===== config.mk =====
export PLATFORM = sky130hd
export DESIGN_NAME = ubx_frame_parser_core
export DESIGN_NICKNAME = d
export VERILOG_FILES = /design/src/rtl/core/ubxp_pkg.sv /design/src/rtl/core/ubxp_in_reg.sv /design/src/rtl/core/ubxp_engine.sv /design/src/rtl/core/ubx_frame_parser_core.sv
export SDC_FILE = /design/constraint.sdc
export NUM_CORES = 1
export LEC_CHECK = 0
export BUFFER_PORTS_ARGS = -buffer_cell sky130_fd_sc_hd__buf_2
export CAP_MARGIN = 20
export CORE_MARGIN = 1
export CORE_UTILIZATION = 30
export CTS_CLUSTER_DIAMETER = 120
export DETAILED_ROUTE_END_ITERATION = 7
export PLACE_DENSITY = 0.45
export SLEW_MARGIN = 20
export SYNTH_ARGS = -nofsm -noshare
export SYNTH_HDL_FRONTEND = slang
export SYNTH_SLANG_ARGS = --single-unit

===== constraint.sdc =====
create_clock -name clk -period 4.1 [get_ports clk]
set_input_delay 0.205 -clock clk [delete_from_list [all_inputs] [get_ports clk]]
set_output_delay 0.205 -clock clk [all_outputs]
set_load 0.01 [all_outputs]

===== src/rtl/core/ubxp_pkg.sv =====
// Shared types and constants for the frame parser.
`default_nettype none
package ubxp_pkg;

  localparam int CfgIdxW = 2;

  typedef logic [CfgIdxW-1:0] cfg_idx_t;

  localparam cfg_idx_t CFG_SYNC_FIRST  = 2'd0;
  localparam cfg_idx_t CFG_SYNC_SECOND = 2'd1;
  localparam cfg_idx_t CFG_MAX_PAYLOAD = 2'd2;

  localparam logic [7:0]  RST_SYNC_FIRST  = 8'd181;
  localparam logic [7:0]  RST_SYNC_SECOND = 8'd98;
  localparam logic [15:0] RST_MAX_PAYLOAD = 16'd512;

  typedef logic [2:0] event_t;

  localparam event_t EV_NONE     = 3'd0;
  localparam event_t EV_PAYLOAD  = 3'd1;
  localparam event_t EV_GOOD     = 3'd2;
  localparam event_t EV_CK_A_BAD = 3'd3;
  localparam event_t EV_CK_B_BAD = 3'd4;
  localparam event_t EV_TOO_LONG = 3'd5;

  typedef struct packed {
    logic [7:0]  sync_first;
    logic [7:0]  sync_second;
    logic [15:0] max_payload;
  } cfg_t;

endpackage
`default_nettype wire


===== src/rtl/core/ubxp_in_reg.sv =====
// Input register stage holding one received byte.
`default_nettype none
module ubxp_in_reg (
  input  wire logic       clk,
  input  wire logic       rst_n,
  input  wire logic       in_valid,
  output logic            in_ready,
  input  wire logic [7:0] in_rx_byte,
  input  wire logic       take,
  output logic            byte_valid,
  output logic [7:0]      byte_data
);

  logic       valid_r;
  logic [7:0] byte_r;

  assign in_ready   = !valid_r || take;
  assign byte_valid = valid_r;
  assign byte_data  = byte_r;

  always_ff @(posedge clk) begin
    if (!rst_n) begin
      valid_r <= 1'b0;
    end else if (in_ready) begin
      valid_r <= in_valid;
    end
    if (in_ready && in_valid) begin
      byte_r <= in_rx_byte;
    end
  end

`ifndef ASSERT_OFF
  a_hold: assert property (@(posedge clk) disable iff (!rst_n)
    valid_r && !take |=> valid_r && $stable(byte_r))
    else $error("held byte lost before it was taken");
`endif

endmodule
`default_nettype wire


===== src/rtl/core/ubxp_engine.sv =====
// Per-byte frame state machine, Fletcher sums and result register.
`default_nettype none
module ubxp_engine
  import ubxp_pkg::*;
(
  input  wire logic        clk,
  input  wire logic        rst_n,
  input  wire cfg_t        cfg,
  input  wire logic        byte_valid,
  input  wire logic [7:0]  byte_data,
  output logic             take,
  output logic             out_valid,
  input  wire logic        out_ready,
  output event_t           out_event_res,
  output logic [7:0]       out_frame_class,
  output logic [7:0]       out_frame_id,
  output logic [15:0]      out_frame_length,
  output logic [15:0]      out_payload_offset,
  output logic [7:0]       out_payload_value
);

  typedef enum logic [3:0] {
    PH_SYNC1   = 4'd0,
    PH_SYNC2   = 4'd1,
    PH_CLASS   = 4'd2,
    PH_ID      = 4'd3,
    PH_LEN_LO  = 4'd4,
    PH_LEN_HI  = 4'd5,
    PH_PAYLOAD = 4'd6,
    PH_CK_A    = 4'd7,
    PH_CK_B    = 4'd8
  } phase_t;

  phase_t      phase_r, phase_nxt;
  logic [7:0]  sum_a_r, sum_a_nxt;
  logic [7:0]  sum_b_r, sum_b_nxt;
  logic [7:0]  class_r, class_nxt;
  logic [7:0]  id_r, id_nxt;
  logic [15:0] len_r, len_nxt;
  logic [15:0] cnt_r, cnt_nxt;
  event_t      ev_nxt;
  logic [15:0] off_nxt;
  logic [7:0]  val_nxt;

  logic        out_valid_r;
  event_t      out_event_r;
  logic [7:0]  out_class_r;
  logic [7:0]  out_id_r;
  logic [15:0] out_len_r;
  logic [15:0] out_off_r;
  logic [7:0]  out_val_r;

  logic [7:0]  add_a;
  logic [7:0]  add_b;
  logic [15:0] len_full;
  logic [15:0] cnt_inc;
  phase_t      hunt;

  assign take = byte_valid && (!out_valid_r || out_ready);

  assign add_a    = sum_a_r + byte_data;
  assign add_b    = sum_b_r + add_a;
  assign len_full = {byte_data, len_r[7:0]};
  assign cnt_inc  = cnt_r + 16'd1;
  assign hunt     = (byte_data == cfg.sync_first) ? PH_SYNC2 : PH_SYNC1;

  always_comb begin
    phase_nxt = phase_r;
    sum_a_nxt = sum_a_r;
    sum_b_nxt = sum_b_r;
    class_nxt = class_r;
    id_nxt    = id_r;
    len_nxt   = len_r;
    cnt_nxt   = cnt_r;
    ev_nxt    = EV_NONE;
    off_nxt   = 16'd0;
    val_nxt   = 8'd0;
    case (phase_r)
      PH_SYNC2: begin
        phase_nxt = (byte_data == cfg.sync_second) ? PH_CLASS : hunt;
      end
      PH_CLASS: begin
        class_nxt = byte_data;
        id_nxt    = 8'd0;
        len_nxt   = 16'd0;
        sum_a_nxt = byte_data;
        sum_b_nxt = byte_data;
        phase_nxt = PH_ID;
      end
      PH_ID: begin
        id_nxt    = byte_data;
        sum_a_nxt = add_a;
        sum_b_nxt = add_b;
        phase_nxt = PH_LEN_LO;
      end
      PH_LEN_LO: begin
        len_nxt   = {8'd0, byte_data};
        sum_a_nxt = add_a;
        sum_b_nxt = add_b;
        phase_nxt = PH_LEN_HI;
      end
      PH_LEN_HI: begin
        len_nxt   = len_full;
        sum_a_nxt = add_a;
        sum_b_nxt = add_b;
        cnt_nxt   = 16'd0;
        if (len_full > cfg.max_payload) begin
          ev_nxt    = EV_TOO_LONG;
          phase_nxt = hunt;
        end else if (len_full == 16'd0) begin
          phase_nxt = PH_CK_A;
        end else begin
          phase_nxt = PH_PAYLOAD;
        end
      end
      PH_PAYLOAD: begin
        sum_a_nxt = add_a;
        sum_b_nxt = add_b;
        ev_nxt    = EV_PAYLOAD;
        off_nxt   = cnt_r;
        val_nxt   = byte_data;
        cnt_nxt   = cnt_inc;
        if (cnt_inc == len_r) begin
          phase_nxt = PH_CK_A;
        end
      end
      PH_CK_A: begin
        if (byte_data == sum_a_r) begin
          phase_nxt = PH_CK_B;
        end else begin
          ev_nxt    = EV_CK_A_BAD;
          phase_nxt = hunt;
        end
      end
      PH_CK_B: begin
        if (byte_data == sum_b_r) begin
          ev_nxt    = EV_GOOD;
          phase_nxt = PH_SYNC1;
        end else begin
          ev_nxt    = EV_CK_B_BAD;
          phase_nxt = hunt;
        end
      end
      default: begin
        phase_nxt = hunt;
      end
    endcase
  end

  always_ff @(posedge clk) begin
    if (!rst_n) begin
      phase_r     <= PH_SYNC1;
      sum_a_r     <= 8'd0;
      sum_b_r     <= 8'd0;
      class_r     <= 8'd0;
      id_r        <= 8'd0;
      len_r       <= 16'd0;
      cnt_r       <= 16'd0;
      out_valid_r <= 1'b0;
    end else begin
      if (take) begin
        phase_r <= phase_nxt;
        sum_a_r <= sum_a_nxt;
        sum_b_r <= sum_b_nxt;
        class_r <= class_nxt;
        id_r    <= id_nxt;
        len_r   <= len_nxt;
        cnt_r   <= cnt_nxt;
      end
      if (take) begin
        out_valid_r <= 1'b1;
      end else if (out_ready) begin
        out_valid_r <= 1'b0;
      end
    end
    if (take) begin
      out_event_r <= ev_nxt;
      out_class_r <= class_nxt;
      out_id_r    <= id_nxt;
      out_len_r   <= len_nxt;
      out_off_r   <= off_nxt;
      out_val_r   <= val_nxt;
    end
  end

  assign out_valid          = out_valid_r;
  assign out_event_res      = out_event_r;
  assign out_frame_class    = out_class_r;
  assign out_frame_id       = out_id_r;
  assign out_frame_length   = out_len_r;
  assign out_payload_offset = out_off_r;
  assign out_payload_value  = out_val_r;

`ifndef ASSERT_OFF
  a_cnt_in_range: assert property (@(posedge clk) disable iff (!rst_n)
    phase_r == PH_PAYLOAD |-> cnt_r < len_r)
    else $error("payload count reached frame length inside payload");
  a_off_in_range: assert property (@(posedge clk) disable iff (!rst_n)
    out_valid_r && out_event_r == EV_PAYLOAD |-> out_off_r < out_len_r)
    else $error("payload offset beyond frame length");
  a_non_payload_zero: assert property (@(posedge clk) disable iff (!rst_n)
    out_valid_r && out_event_r != EV_PAYLOAD |-> out_off_r == 16'd0 && out_val_r == 8'd0)
    else $error("offset or value set on a non-payload event");
  a_good_to_idle: assert property (@(posedge clk) disable iff (!rst_n)
    out_valid_r && out_event_r == EV_GOOD |-> phase_r == PH_SYNC1)
    else $error("good frame did not return to sync hunt");
  a_payload_phase: assert property (@(posedge clk) disable iff (!rst_n)
    out_valid_r && out_event_r == EV_PAYLOAD |-> phase_r == PH_PAYLOAD || phase_r == PH_CK_A)
    else $error("payload event outside payload phase");
`endif

endmodule
`default_nettype wire


===== src/rtl/core/ubx_frame_parser_core.sv =====
// Top level of the binary navigation frame parser with Fletcher-8 check.
//
// Usage: one received byte per item on in_rx_byte (valid/ready). Every
// accepted byte yields exactly one result item on the out_ channel: an
// event code plus the class, id and length held for the current frame,
// and for payload bytes the offset and value.
// Path: an accepted byte sits in the input register, is parsed into the
// result register when the engine takes it and then shows on the out_
// channel. Throughput: one byte per cycle while out_ready is high; the
// state machine and both 8-bit Fletcher adders sit in the single stage
// between the two registers.
// Stall: when out_ready is low the result register holds, the input
// register fills, then in_ready drops; nothing is lost or repeated.
// Configuration: cfg_we writes register cfg_index (0 first sync byte,
// 1 second sync byte, 2 max payload length) with cfg_wdata, to be done
// only while no item is in flight. Other indexes are ignored.
// Reset (rst_n low, synchronous): both stages empty, parser hunting for
// the first sync byte, sums and held fields zero, registers to defaults.
`default_nettype none
module ubx_frame_parser_core
  import ubxp_pkg::*;
(
  input  wire logic              clk,
  input  wire logic              rst_n,
  input  wire logic              cfg_we,
  input  wire logic [CfgIdxW-1:0] cfg_index,
  input  wire logic [15:0]       cfg_wdata,
  input  wire logic              in_valid,
  output logic                   in_ready,
  input  wire logic [7:0]        in_rx_byte,
  output logic                   out_valid,
  input  wire logic              out_ready,
  output logic [2:0]             out_event_res,
  output logic [7:0]             out_frame_class,
  output logic [7:0]             out_frame_id,
  output logic [15:0]            out_frame_length,
  output logic [15:0]            out_payload_offset,
  output logic [7:0]             out_payload_value
);

  cfg_t       cfg_r;
  logic       take;
  logic       byte_valid;
  logic [7:0] byte_data;

  always_ff @(posedge clk) begin
    if (!rst_n) begin
      cfg_r.sync_first  <= RST_SYNC_FIRST;
      cfg_r.sync_second <= RST_SYNC_SECOND;
      cfg_r.max_payload <= RST_MAX_PAYLOAD;
    end else if (cfg_we) begin
      case (cfg_index)
        CFG_SYNC_FIRST:  cfg_r.sync_first  <= cfg_wdata[7:0];
        CFG_SYNC_SECOND: cfg_r.sync_second <= cfg_wdata[7:0];
        CFG_MAX_PAYLOAD: cfg_r.max_payload <= cfg_wdata;
        default: begin
        end
      endcase
    end
  end

  ubxp_in_reg u_in_reg (
    .clk        (clk),
    .rst_n      (rst_n),
    .in_valid   (in_valid),
    .in_ready   (in_ready),
    .in_rx_byte (in_rx_byte),
    .take       (take),
    .byte_valid (byte_valid),
    .byte_data  (byte_data)
  );

  ubxp_engine u_engine (
    .clk                (clk),
    .rst_n              (rst_n),
    .cfg                (cfg_r),
    .byte_valid         (byte_valid),
    .byte_data          (byte_data),
    .take               (take),
    .out_valid          (out_valid),
    .out_ready          (out_ready),
    .out_event_res      (out_event_res),
    .out_frame_class    (out_frame_class),
    .out_frame_id       (out_frame_id),
    .out_frame_length   (out_frame_length),
    .out_payload_offset (out_payload_offset),
    .out_payload_value  (out_payload_value)
  );

endmodule
`default_nettype wire


==> summary.txt, run 1 <==
Status
  – Status: completed

Critical path
  – Crit path arrival time: 3.48 ns
  – Startpoint Class: flop
  – Critical path type: reg2reg
  – Critical path capture point type: flop
  – Worst-path maximum fanout: 2
  – Worst EP required: 4.47 ns
  – Worst reg2reg startpoint: u_in_reg.byte_data[0]$_DFFE_PP_
  – FF-to-FF setup slack: 0.99 ns
  – Worst Setup SP: u_in_reg.byte_data[0]$_DFFE_PP_

Detailed routing
  – Vias per Instance: 4.75
  – Vias: 6,831
  – Post-detailed-route wirelength per cell: 16.0 um
  – Number of detailed-route iterations in the first pass: 5
  – DRT iter0 DRCs: 434
  – Post-route ant nets: 0
  – Final wirelength: 23,000 um
  – DRC viols: 0

Yosys
  – Post-synth EDFFs: 67
  – Syn_nets: 1,028
  – Cell area after synthesis: 8590 um^2
  – Largest family of logic cells by synthesized area: simple AND/OR/NAND/NOR gates
  – Portion of netlist area occupied by mux cells: 0.0141
  – Sequential share of the synthesized area: 0.472
  – Syn Area/Cell: 8.92 um^2
  – XOR/XNOR share of the synthesized area: 0.0629
  – Post-synthesis simple-gate area fraction: 0.229
  – Adder and majority gate portion of the synthesized area: 0.0498
  – Synth Register Bits: 169
  – Synth unique cells: 64
  – Synth Area in Compound Gates: 0.136
  – Ys Warns: 0
  – Synth Instances: 964
  – FFs w/ async S/R, synth: 0
  – Ys flop type: dfxtp_1

Power
  – Final Power: 3.93 mW
  – Peak VDD IR: 0.226 mV
  – Leak pwr: 3.97 nW
  – PwrDens: 387 nW/um^2

Die
  – Core Rows: 61
  – I/O pins: 92
  – Initial Util: 0.307
  – Total core area: 28,000 um^2
  – Die Ht: 171 um
  – Die area: 29,300 um^2
  – Die X: 171 um

Finish
  – Layout fillers: 2,902
  – Total Nets Final: 1,110
  – Layout area overhead: 18.1%
  – Multi-input logic area: 4220 um^2
  – Diodes inserted: 0
  – Util after Layout: 0.362
  – Storage element area: 4050 um^2
  – Share of layout cells above drive strength 1: 0.147
  – Most frequent cells in the layout: 224 x nand2_1, 102 x dfxtp_1, 91 x buf_2, 67 x a21oi_1, 67 x edfxtp_1
  – Commonest non-fill, non-tap cell in the layout: nand2_1

Global routing
  – GRT overflow: 0
  – Initial antenna violation count: 0
  – Largest net degree at the start of global routing: 53
  – Global-route wire length before repair: 36,500 um
  – GRT Util Overall: 0.163
  – Vias in the first global route: 6,492

Hold path
  – Hold_sp: in_valid
  – Min-delay worst type: in2reg

STA
  – Min cycle time layout: 3.11 ns
  – Slew headroom: 0.352
  – RSZ-0062 raised after global routing: no
  – Final period util: 0.759
  – Measured slew at the worst slew-check pin: 0.970 ns
  – Final Skew: 0.0140 ns
  – Final setup fails: 0
  – Fmax: 0.321 GHz
  – Hold Vio Cnt, Final: 0
  – Max Slew Vio Count: 0
  – Fin worst setup slack: 0.988 ns
  – Post-Route Setup TNS: 0 ns

Place
  – DP HPWL: 15,800 um
  – Setup WS pre-CTS: 1.04 ns
  – PortBufs: 91
  – GP Congestion: 0.811

Clock network
  – Num CTS Buffers: 17
  – Clock Sinks: 169
  – Post-CTS setup repair buffer count: 0
  – CTS tree: built
  – Number of H-tree levels: 4
  – CTS Buffer Depth: 2
  – Worst-Skew Late Latency: 0.44 ns
  – Clock Tree Root: clkbuf_16
  – Clk slew on worst S/H paths: 0.08 ns

Flow run
  – Max Cap Viol: 0
-- registers in the layout (all words and copies together), names as in the netlist, 8 cells and up --
signal                       count
u_engine.out_frame_length       16
u_engine.class_r                 8
u_engine.cnt_r                  16
u_engine.sum_b_r                 8
u_engine.out_frame_id            8
u_engine.out_frame_class         8
u_engine.out_payload_value       8
u_engine.id_r                    8
u_engine.len_r                  16
u_engine.sum_a_r                 8
u_in_reg.byte_data               8
cfg_r                           32
u_engine.out_payload_offset     16
-- synth_stat cells (9+ instances only) --
cell / instances / area share
and2_1: 29 / 0.021
mux2i_1: 11 / 0.013
nor2_1: 49 / 0.021
or2_1: 10 / 0.0073
nor4_1: 14 / 0.010
nand3_1: 27 / 0.016
o21ai_1: 41 / 0.024
nor3_1: 13 / 0.0076
inv_1: 21 / 0.0092
xor2_1: 34 / 0.035
o211a_1: 9 / 0.010
xnor2_1: 25 / 0.025
dfxtp_1: 102 / 0.24
ha_1: 31 / 0.045
a21oi_1: 67 / 0.039
clkbuf_1: 48 / 0.021
edfxtp_1: 67 / 0.23
nand2_1: 224 / 0.098
a21boi_1: 20 / 0.017
nor2b_1: 13 / 0.0095
-- through the flow --
step           hold WS, ns  cells  instance area (um^2)
2_1_floorplan        0.304    964                  8590
3_3_place_gp         0.391   1392                  9420
3_5_place_dp         0.386   1392                  9420
4_1_cts            0.00181   1437                 10200
5_1_grt             0.0309   1437                 10200
6_report            0.0124   1437                 10200
-- layer usage --
metal  vias to the layer above  GRT usage  wire length [um]
met4                         0     0.0493               344
li1                       3492          -                 -
met3                        23     0.0246               783
met1                      3187      0.226             11600
met5                         -          0                 0
met2                       129      0.262             10300
-- layout make-up --
cell class              count  area share
clock buffers              17      0.0419
clock inverters            15      0.0171
multi-input cells         713       0.416
inverters                  24     0.00900
repair buffers            121      0.0702
flip-flops and latches    169       0.399
well taps                 378      0.0466
-- final timing paths --
kind	to	cells past startpoint
setup / recovery	u_engine.sum_b_r[7]$_SDFFE_PN0P_	13
hold reg to reg	cfg_r[15]$_SDFFE_PN0P_	2
hold / removal	u_in_reg.byte_valid$_SDFFE_PN0N_	3
setup reg to reg	u_engine.sum_b_r[7]$_SDFFE_PN0P_	13
-- cell families after synthesis --
group           Yosys count
mux                      12
fa+ha+maj                33
simple gates            421
compound gates          187
xor+xnor                 60
buf+inv                  82
flops                   169
-- power by group --
part           total [mW]  leakage, nW  switching [mW]  internal [mW]
sequential           1.85         1.47          0.0397           1.81
combinational       0.436         2.21           0.268          0.168
clock                1.65        0.294           0.817          0.829
total                3.93         3.97            1.13           2.81
-- critical path, cell delays in order, from the launching register on --
cell and delay [ns]:
edfxtp_1 0.40, ha_1 0.25, fa_1 0.41, a21o_1 0.18, a21oi_1 0.21, o21bai_1 0.10, a21oi_1 0.18, xnor2_1 0.11
ha_1 0.32, a21oi_1 0.07, a21oi_1 0.19, xor3_1 0.34, o21a_1 0.18, a21oi_1 0.12
-- repair_timing --
item                      4_1_cts  5_1_grt
hold endpoints to repair       13        0
gates resized for setup         0        0
hold buffers                   13        0
(Power assumes the default switching activity.)
==> run 2, diff against run 1 <==
- PLACE_DENSITY: 0.45 -> 0.47
- clock period: 4.1 -> 2.75 ns (I/O delays scaled with it)
==> run 2 against run 1 <==
  * The flow now finishes with violations (negative setup slack)
  * Power is 49% higher
  * First-iteration DRC count is 4.4% lower
  * Utilization is 1.7 points higher
  * Fmax is 13% higher
  * Worst hold slack better by 0.032 ns
  * Combinational power is 70% higher
  * Global-route usage is 0.32 points higher
==> summary.txt, run 2 (synthesized netlist as in run 1, its figures left out) <==
Detailed routing
  – Vias: 7,100 (+3.9%)
  – Post-route ant nets: 0 (unchanged)
  – Vias per Instance: 4.77 (+0.44%)
  – Number of detailed-route iterations in the first pass: 5 (unchanged)
  – DRT iter0 DRCs: 415 (-4.4%)
  – DRC viols: 0 (unchanged)
  – Post-detailed-route wirelength per cell: 15.9 um (-0.87%)
  – Final wirelength: 23,600 um (+2.6%)

Flow run
  – Max Cap Viol: 0 (unchanged)

STA
  – Final hold slack: 0.0445 ns (+0.0321 ns)
  – RSZ-0062 raised after global routing: yes
  – Max Slew Vio Count: 0 (unchanged)
  – Post-Route Setup TNS: -0.00574 ns (-0.00574 ns)
  – Min cycle time layout: 2.76 ns (-0.356 ns)
  – Slew headroom: 0.402 (+0.0495)
  – Fin worst setup slack: -0.00574 ns (-0.994 ns)
  – Hold Vio Cnt, Final: 0 (unchanged)
  – Final setup fails: 1 (+1)
  – Final period util: 1.00 (+0.243)
  – Measured slew at the worst slew-check pin: 0.892 ns (-0.0781 ns)
  – Final Skew: 0.0268 ns (+0.0127 ns)
  – Fmax: 0.363 GHz (+13%)

Place
  – DP Cell Count: 1,427 (+2.5%)
  – GP Congestion: 0.835 (+2.9%)
  – DP HPWL: 16,300 um (+3.2%)
  – PortBufs: 91 (unchanged)

Critical path
  – CP Cell Sequence: buf_6 -> fa_2 -> a21o_1 -> a21oi_2 -> o21bai_1 -> a21oi_1 -> xnor2_1 -> ha_1 -> a21oi_2 -> a21oi_2 -> xor3_1 -> o21a_1 -> a21oi_1
  – Startpoint Class: flop
  – Crit path arrival time: 3.12 ns (-0.36 ns)
  – Slowest-stage cell, CP: edfxtp_1
  – Worst EP required: 3.12 ns (-1.35 ns)
  – Critical path type: reg2reg
  – CP dominant cell by count: a21oi_2
  – Critical path capture point type: flop
  – Worst-path maximum fanout: 3 (+1)
  – CP peak stage delay: 0.45 ns (+0.04 ns)

Status
  – Status: finished with violations
  – Failing checks: negative setup slack

Clock network
  – Worst-Skew Late Latency: 0.44 ns (about the same)
  – Clock Sinks: 169 (unchanged)
  – Number of H-tree levels: 4 (unchanged)
  – Num CTS Buffers: 17 (unchanged)
  – CTS Buffer Depth: 2 (unchanged)
  – CTS tree: built
  – Clock Tree Root: clkbuf_16
  – Clk slew on worst S/H paths: 0.07 ns (about the same)

Die
  – Die area: 29,300 um^2 (unchanged)
  – Die X: 171 um (unchanged)
  – Total core area: 28,000 um^2 (unchanged)
  – I/O pins: 92 (unchanged)
  – Die Ht: 171 um (unchanged)
  – Initial Util: 0.307 (unchanged)
  – Core Rows: 61 (unchanged)

Hold path
  – Min-delay worst type: in2reg

Finish
  – Storage element area: 4050 um^2 (unchanged)
  – Share of layout cells above drive strength 1: 0.188 (+0.0402)
  – Layout area overhead: 23.5%
  – Final non-filler cell total: 1,487 (+3.5%)
  – Total Nets Final: 1,160 (+4.5%)
  – Layout fillers: 2,815 (-3.0%)
  – Reg with most FFs: cfg_r
  – Diodes inserted: 0 (unchanged)
  – Max reg flops: 32 (unchanged)
  – Multi-input logic area: 4290 um^2 (+1.7%)
  – Commonest non-fill, non-tap cell in the layout: nand2_1
  – Most frequent cells in the layout: 223 x nand2_1, 102 x dfxtp_1, 91 x buf_2, 67 x edfxtp_1, 61 x a21oi_1

Power
  – Leak pwr: 4.20 nW (+5.9%)
  – Peak VDD IR: 0.355 mV (+57%)
  – PwrDens: 550 nW/um^2 (+42%)

Global routing
  – GRT Util Overall: 0.167 (+0.00320)
  – Initial antenna violation count: 0 (unchanged)
  – Vias in the first global route: 6,801 (+4.8%)
  – Largest net degree at the start of global routing: 38 (-28%)
  – Global-route wire length before repair: 37,200 um (+1.8%)
  – GRT overflow: 0 (unchanged)
-- run 2: per-layer routing --
| metal | global-route usage | wire (um) | up-vias |
|---|---|---|---|
| met3 | 0.0304 | 945 | 24 |
| met4 | 0.0516 | 397 | 0 |
| met1 | 0.226 | 11500 | 3343 |
| met2 | 0.268 | 10800 | 146 |
| met5 | 0 | 0 | - |
| li1 | - | - | 3587 |
-- run 2: area by class of cell --
| cell class | count | area share |
|---|---|---|
| Tap cell | 378 | 0.0445 |
| Inverter | 24 | 0.00860 |
| Timing Repair Buffer | 171 | 0.108 |
| Clock inverter | 15 | 0.0131 |
| Sequential cell | 169 | 0.382 |
| Multi-Input combinational cell | 713 | 0.404 |
| Clock buffer | 17 | 0.0401 |
-- run 2: worst max-delay path: cells and delay by family (launching register included) --
family                   cells  cell delay [ns]
XOR/XNOR                     2             0.35
buffers and inverters        1             0.15
adder cells (fa/ha/maj)      2             0.67
flip-flops                   1             0.45
AO/OA/AOI/OAI                8             1.06
-- run 2: timing repair --
item                                    4_1_cts  5_1_grt
setup buffers                                 3        2
hold endpoints to repair                     38        0
endpoints found under the setup margin        2        3
hold buffers                                 25        0
pin swaps                                     7       12
gates resized for setup                       6        9
-- run 2: worst paths after layout --
path                                         from                               end  slack (ns)  cells after the start
setup reg to reg  u_in_reg.byte_data[1]$_DFFE_PP_  u_engine.sum_b_r[7]$_SDFFE_PN0P_      -0.006                     13
hold / removal                          out_ready   u_engine.out_valid$_SDFFE_PN0P_        0.04                      3
hold reg to reg             cfg_r[7]$_SDFFE_PN0P_             cfg_r[7]$_SDFFE_PN0P_        0.45                      2
setup / recovery  u_in_reg.byte_data[1]$_DFFE_PP_  u_engine.sum_b_r[7]$_SDFFE_PN0P_      -0.006                     13
-- run 2: report_power, final --
group          internal [mW]  total [mW]  switching (mW)  leakage (nW)
registers               2.70        2.76          0.0579          1.47
clock network           1.19        2.34            1.15         0.266
logic                  0.311       0.743           0.432          2.47
total                   4.20        5.84            1.64          4.20
-- run 2: metrics by stage --
stage | area (um^2) | setup WS, ns | utilization | total power [mW]
detailed placement | 9710 | -0.165 | 0.347 | 3.51
global route | 10600 | -0.178 | 0.379 | 6.07
global placement | 9710 | -0.114 | 0.347 | 3.50
finish | 10600 | -0.00574 | 0.379 | 5.84
floorplan | 8600 | 0.00821 | - | 3.24
CTS | 10600 | -0.0221 | 0.377 | 5.89
==> run 3, diff against run 2 <==
- CELL_PAD_IN_SITES_DETAIL_PLACEMENT: unset -> 1
- CELL_PAD_IN_SITES_GLOBAL_PLACEMENT: unset -> 1
- PLACE_DENSITY: 0.47 -> 0.57
- SYNTH_HIERARCHICAL: unset -> 1
==> run 3 against run 2 <==
  * The run still ends with negative setup slack left
  * Worst hold slack got worse by 0.022 ns
  * Sequential power increased by 3%
  * Clock power increased by 2%
  * Fmax decreased by 2.4%
  * Largest power group unchanged
  * Critical endpoint is now u_engine/sum_b_r[7]$_SDFFE_PN0P_
==> summary.txt, run 3 <==
Global routing
  – Vias in the first global route: 7,101 (+4.4%)
  – Global-route wire length before repair: 40,100 um (+7.8%)
  – GRT overflow: 0 (unchanged)
  – GRT Util Overall: 0.180 (+0.0130)
  – Largest net degree at the start of global routing: 77 (+100%)
  – Initial antenna violation count: 0 (unchanged)

Clock network
  – Clk slew on worst S/H paths: 0.07 ns (about the same)
  – Number of H-tree levels: 4 (unchanged)
  – Worst-Skew Late Latency: 0.43 ns (about the same)
  – Clock Sinks: 169 (unchanged)
  – Clock Tree Root: clkbuf_16
  – CTS tree: built
  – Num CTS Buffers: 17 (unchanged)
  – CTS Buffer Depth: 2 (unchanged)

STA
  – Final setup fails: 2 (+1)
  – Slew headroom: 0.477 (+0.0752)
  – Final period util: 1.03 (+0.0242)
  – Max Slew Vio Count: 0 (unchanged)
  – Fin worst setup slack: -0.0723 ns (-0.0665 ns)
  – Post-Route Setup TNS: -0.109 ns (-0.104 ns)
  – Final Skew: 0.00917 ns (-0.0176 ns)
  – Fmax: 0.354 GHz (-2.4%)
  – Final hold slack: 0.0228 ns (-0.0218 ns)
  – Measured slew at the worst slew-check pin: 0.785 ns (-0.107 ns)
  – Min cycle time layout: 2.82 ns (+0.0665 ns)
  – Hold Vio Cnt, Final: 0 (unchanged)
  – RSZ-0062 raised after global routing: yes

Detailed routing
  – Post-route ant nets: 0 (unchanged)
  – DRT iter0 DRCs: 366 (-12%)
  – Vias per Instance: 5.00 (+4.6%)
  – Number of detailed-route iterations in the first pass: 4 (-1)
  – Final wirelength: 25,700 um (+9.0%)
  – Vias: 7,110 (+0.14%)
  – DRC viols: 0 (unchanged)
  – Post-detailed-route wirelength per cell: 18.1 um (+14%)

Yosys
  – Cell area after synthesis: 8710 um^2 (+1.3%)
  – Ys flop type: dfxtp_1
  – Sequential share of the synthesized area: 0.466 (-0.00603)
  – Post-synth EDFFs: 67 (unchanged)
  – Synth unique cells: 75 (+17%)
  – Most frequent cell after synthesis: nand2_1
  – Syn_nets: 973 (-5.4%)
  – Syn Area/Cell: 9.58 um^2 (+7.4%)
  – FFs w/ async S/R, synth: 0 (unchanged)
  – Synth cell count leaders: 113 x nand2_1, 102 x dfxtp_1, 67 x edfxtp_1
  – Synth Register Bits: 169 (unchanged)
  – Synth Instances: 909 (-5.7%)
  – Top cells by area, synth: dfxtp_1 23%, edfxtp_1 23%, nand2_1 4.9%, ha_1 4.5%, a21oi_1 3.6%
  – Post-synth top area share: 0.235 (-0.00304)
  – Ys Warns: 6 (+6)
  – Post-synth top area cell: dfxtp_1

Die
  – Initial Util: 0.309 (+0.00229)
  – Total core area: 28,200 um^2 (+0.55%)
  – Die area: 29,700 um^2 (+1.3%)
  – Core Rows: 61 (unchanged)
  – Die Ht: 172 um (+0.64%)
  – Die X: 172 um (+0.64%)
  – I/O pins: 92 (unchanged)

Status
  – Status: finished with violations
  – Failing checks: negative setup slack

Flow run
  – Max Cap Viol: 0 (unchanged)

Place
  – DP Cell Count: 1,366 (-4.3%)
  – GP Congestion: 0.812 (-2.7%)
  – PortBufs: 91 (unchanged)
  – Setup WS pre-CTS: -0.229 ns (-0.0639 ns)
  – DP HPWL: 17,800 um (+9.2%)
  – Post-Place Cell Area: 9700 um^2 (about the same)

Finish
  – Commonest non-fill, non-tap cell in the layout: nand2_1
  – Most frequent cells in the layout: 112 x nand2_1, 102 x dfxtp_1, 91 x buf_2, 67 x edfxtp_1, 60 x nor2_1
  – Share of layout cells above drive strength 1: 0.212 (+0.0249)
  – Final non-filler cell total: 1,423 (-4.3%)
  – Total Nets Final: 1,096 (-5.5%)
  – Diodes inserted: 0 (unchanged)
  – Design area: 10,600 um^2 (about the same)
  – Reg with most FFs: cfg_r
  – Max reg flops: 32 (unchanged)
  – Util after Layout: 0.377 (-0.00219)
  – Layout area overhead: 21.9%

Critical path
  – Worst-path maximum fanout: 4 (+1)
  – Critical path capture point type: flop
  – Worst EP required: 3.06 ns (-0.06 ns)
  – CP peak stage delay: 0.43 ns (-0.02 ns)
  – Crit path arrival time: 3.13 ns (about the same)
  – Startpoint Class: flop
  – CP Cell Sequence: ha_4 -> fa_2 -> a21o_1 -> a21oi_2 -> xnor2_2 -> ha_4 -> nand2_2 -> o211ai_1 -> o41ai_2 -> xnor2_1 -> xnor2_1 -> o21ai_1
  – Worst Path Buf+Inv: 0 (-1)
  – CP top delay family: compound AO/OA/AOI/OAI gates
  – Worst reg2reg startpoint: u_in_reg/byte_data[0]$_DFFE_PP_
  – Worst Setup SP: u_in_reg/byte_data[0]$_DFFE_PP_
  – Slowest-stage cell, CP: edfxtp_1
  – Critical path type: reg2reg

Hold path
  – Hold_sp: cfg_wdata[6]
  – Min-delay worst type: in2reg

Power
  – Final Power: 6.17 mW (+5.6%)
  – Peak VDD IR: 0.319 mV (-10%)
  – PwrDens: 581 nW/um^2 (+5.7%)
  – Leak pwr: 4.23 nW (+0.63%)
-- run 3: power breakdown --
part | internal (mW) | leakage [nW] | switching [mW] | total, mW
clock network | 1.29 | 0.286 | 1.09 | 2.39
registers | 2.74 | 1.47 | 0.0896 | 2.83
logic | 0.405 | 2.47 | 0.553 | 0.958
total | 4.43 | 4.23 | 1.73 | 6.17
-- run 3: worst paths after layout --
kind / endpoint / slack (ns) / depth (start not counted)
worst max-delay path: u_engine/sum_b_r[7]$_SDFFE_PN0P_ / -0.07 / 12
worst min-delay path: cfg_r[22]$_SDFFE_PN1P_ / 0.02 / 3
worst max register to register: u_engine/sum_b_r[7]$_SDFFE_PN0P_ / -0.07 / 12
worst min register to register: u_engine/class_r[3]$_SDFFE_PN0P_ / 0.46 / 2
-- run 3: cell type report --
| cell class | count | area, um^2 |
|---|---|---|
| multi-input cells | 642 | 4320 |
| inverters | 38 | 144 |
| repair buffers | 164 | 1050 |
| clock inverters | 11 | 95.1 |
| well taps | 378 | 473 |
| clock buffers | 21 | 483 |
| fillers | 3259 | 17500 |
| flip-flops and latches | 169 | 4050 |
-- run 3: layer usage --
layer | share of wire | track usage | wire length [um] | up-vias
met5 | 0 | 0 | 0 | -
met4 | 0.012 | 0.0477 | 317 | 0
met3 | 0.027 | 0.0245 | 706 | 19
met2 | 0.49 | 0.302 | 12500 | 112
met1 | 0.47 | 0.240 | 12200 | 3491
li1 | - | - | - | 3488
-- run 3: cell families after synthesis --
group | count (synthesis) | share of synthesized area
buffers and inverters | 98 | 0.0513
AND/OR/NAND/NOR | 324 | 0.191
XOR/XNOR | 55 | 0.0553
adder cells (fa/ha/maj) | 33 | 0.0492
multiplexers | 38 | 0.0450
AO/OA/AOI/OAI | 192 | 0.143
flip-flops | 169 | 0.466
-- run 3: worst register-to-register path: stages, from the launching register on --
cell and delay, ns:
edfxtp_1 0.43, ha_4 0.20, fa_2 0.35, a21o_1 0.19, a21oi_2 0.19, xnor2_2 0.18
ha_4 0.27, nand2_2 0.06, o211ai_1 0.12, o41ai_2 0.34, xnor2_1 0.17, xnor2_1 0.14
o21ai_1 0.08
-- run 3: what timing repair did --
item | CTS | global route
buffers inserted | 4 | 3
hold buffers | 18 | 0
endpoints found under the hold margin | 20 | 0
pin swaps | 2 | 14
resized for setup | 7 | 12
endpoints found under the setup margin | 3 | 3
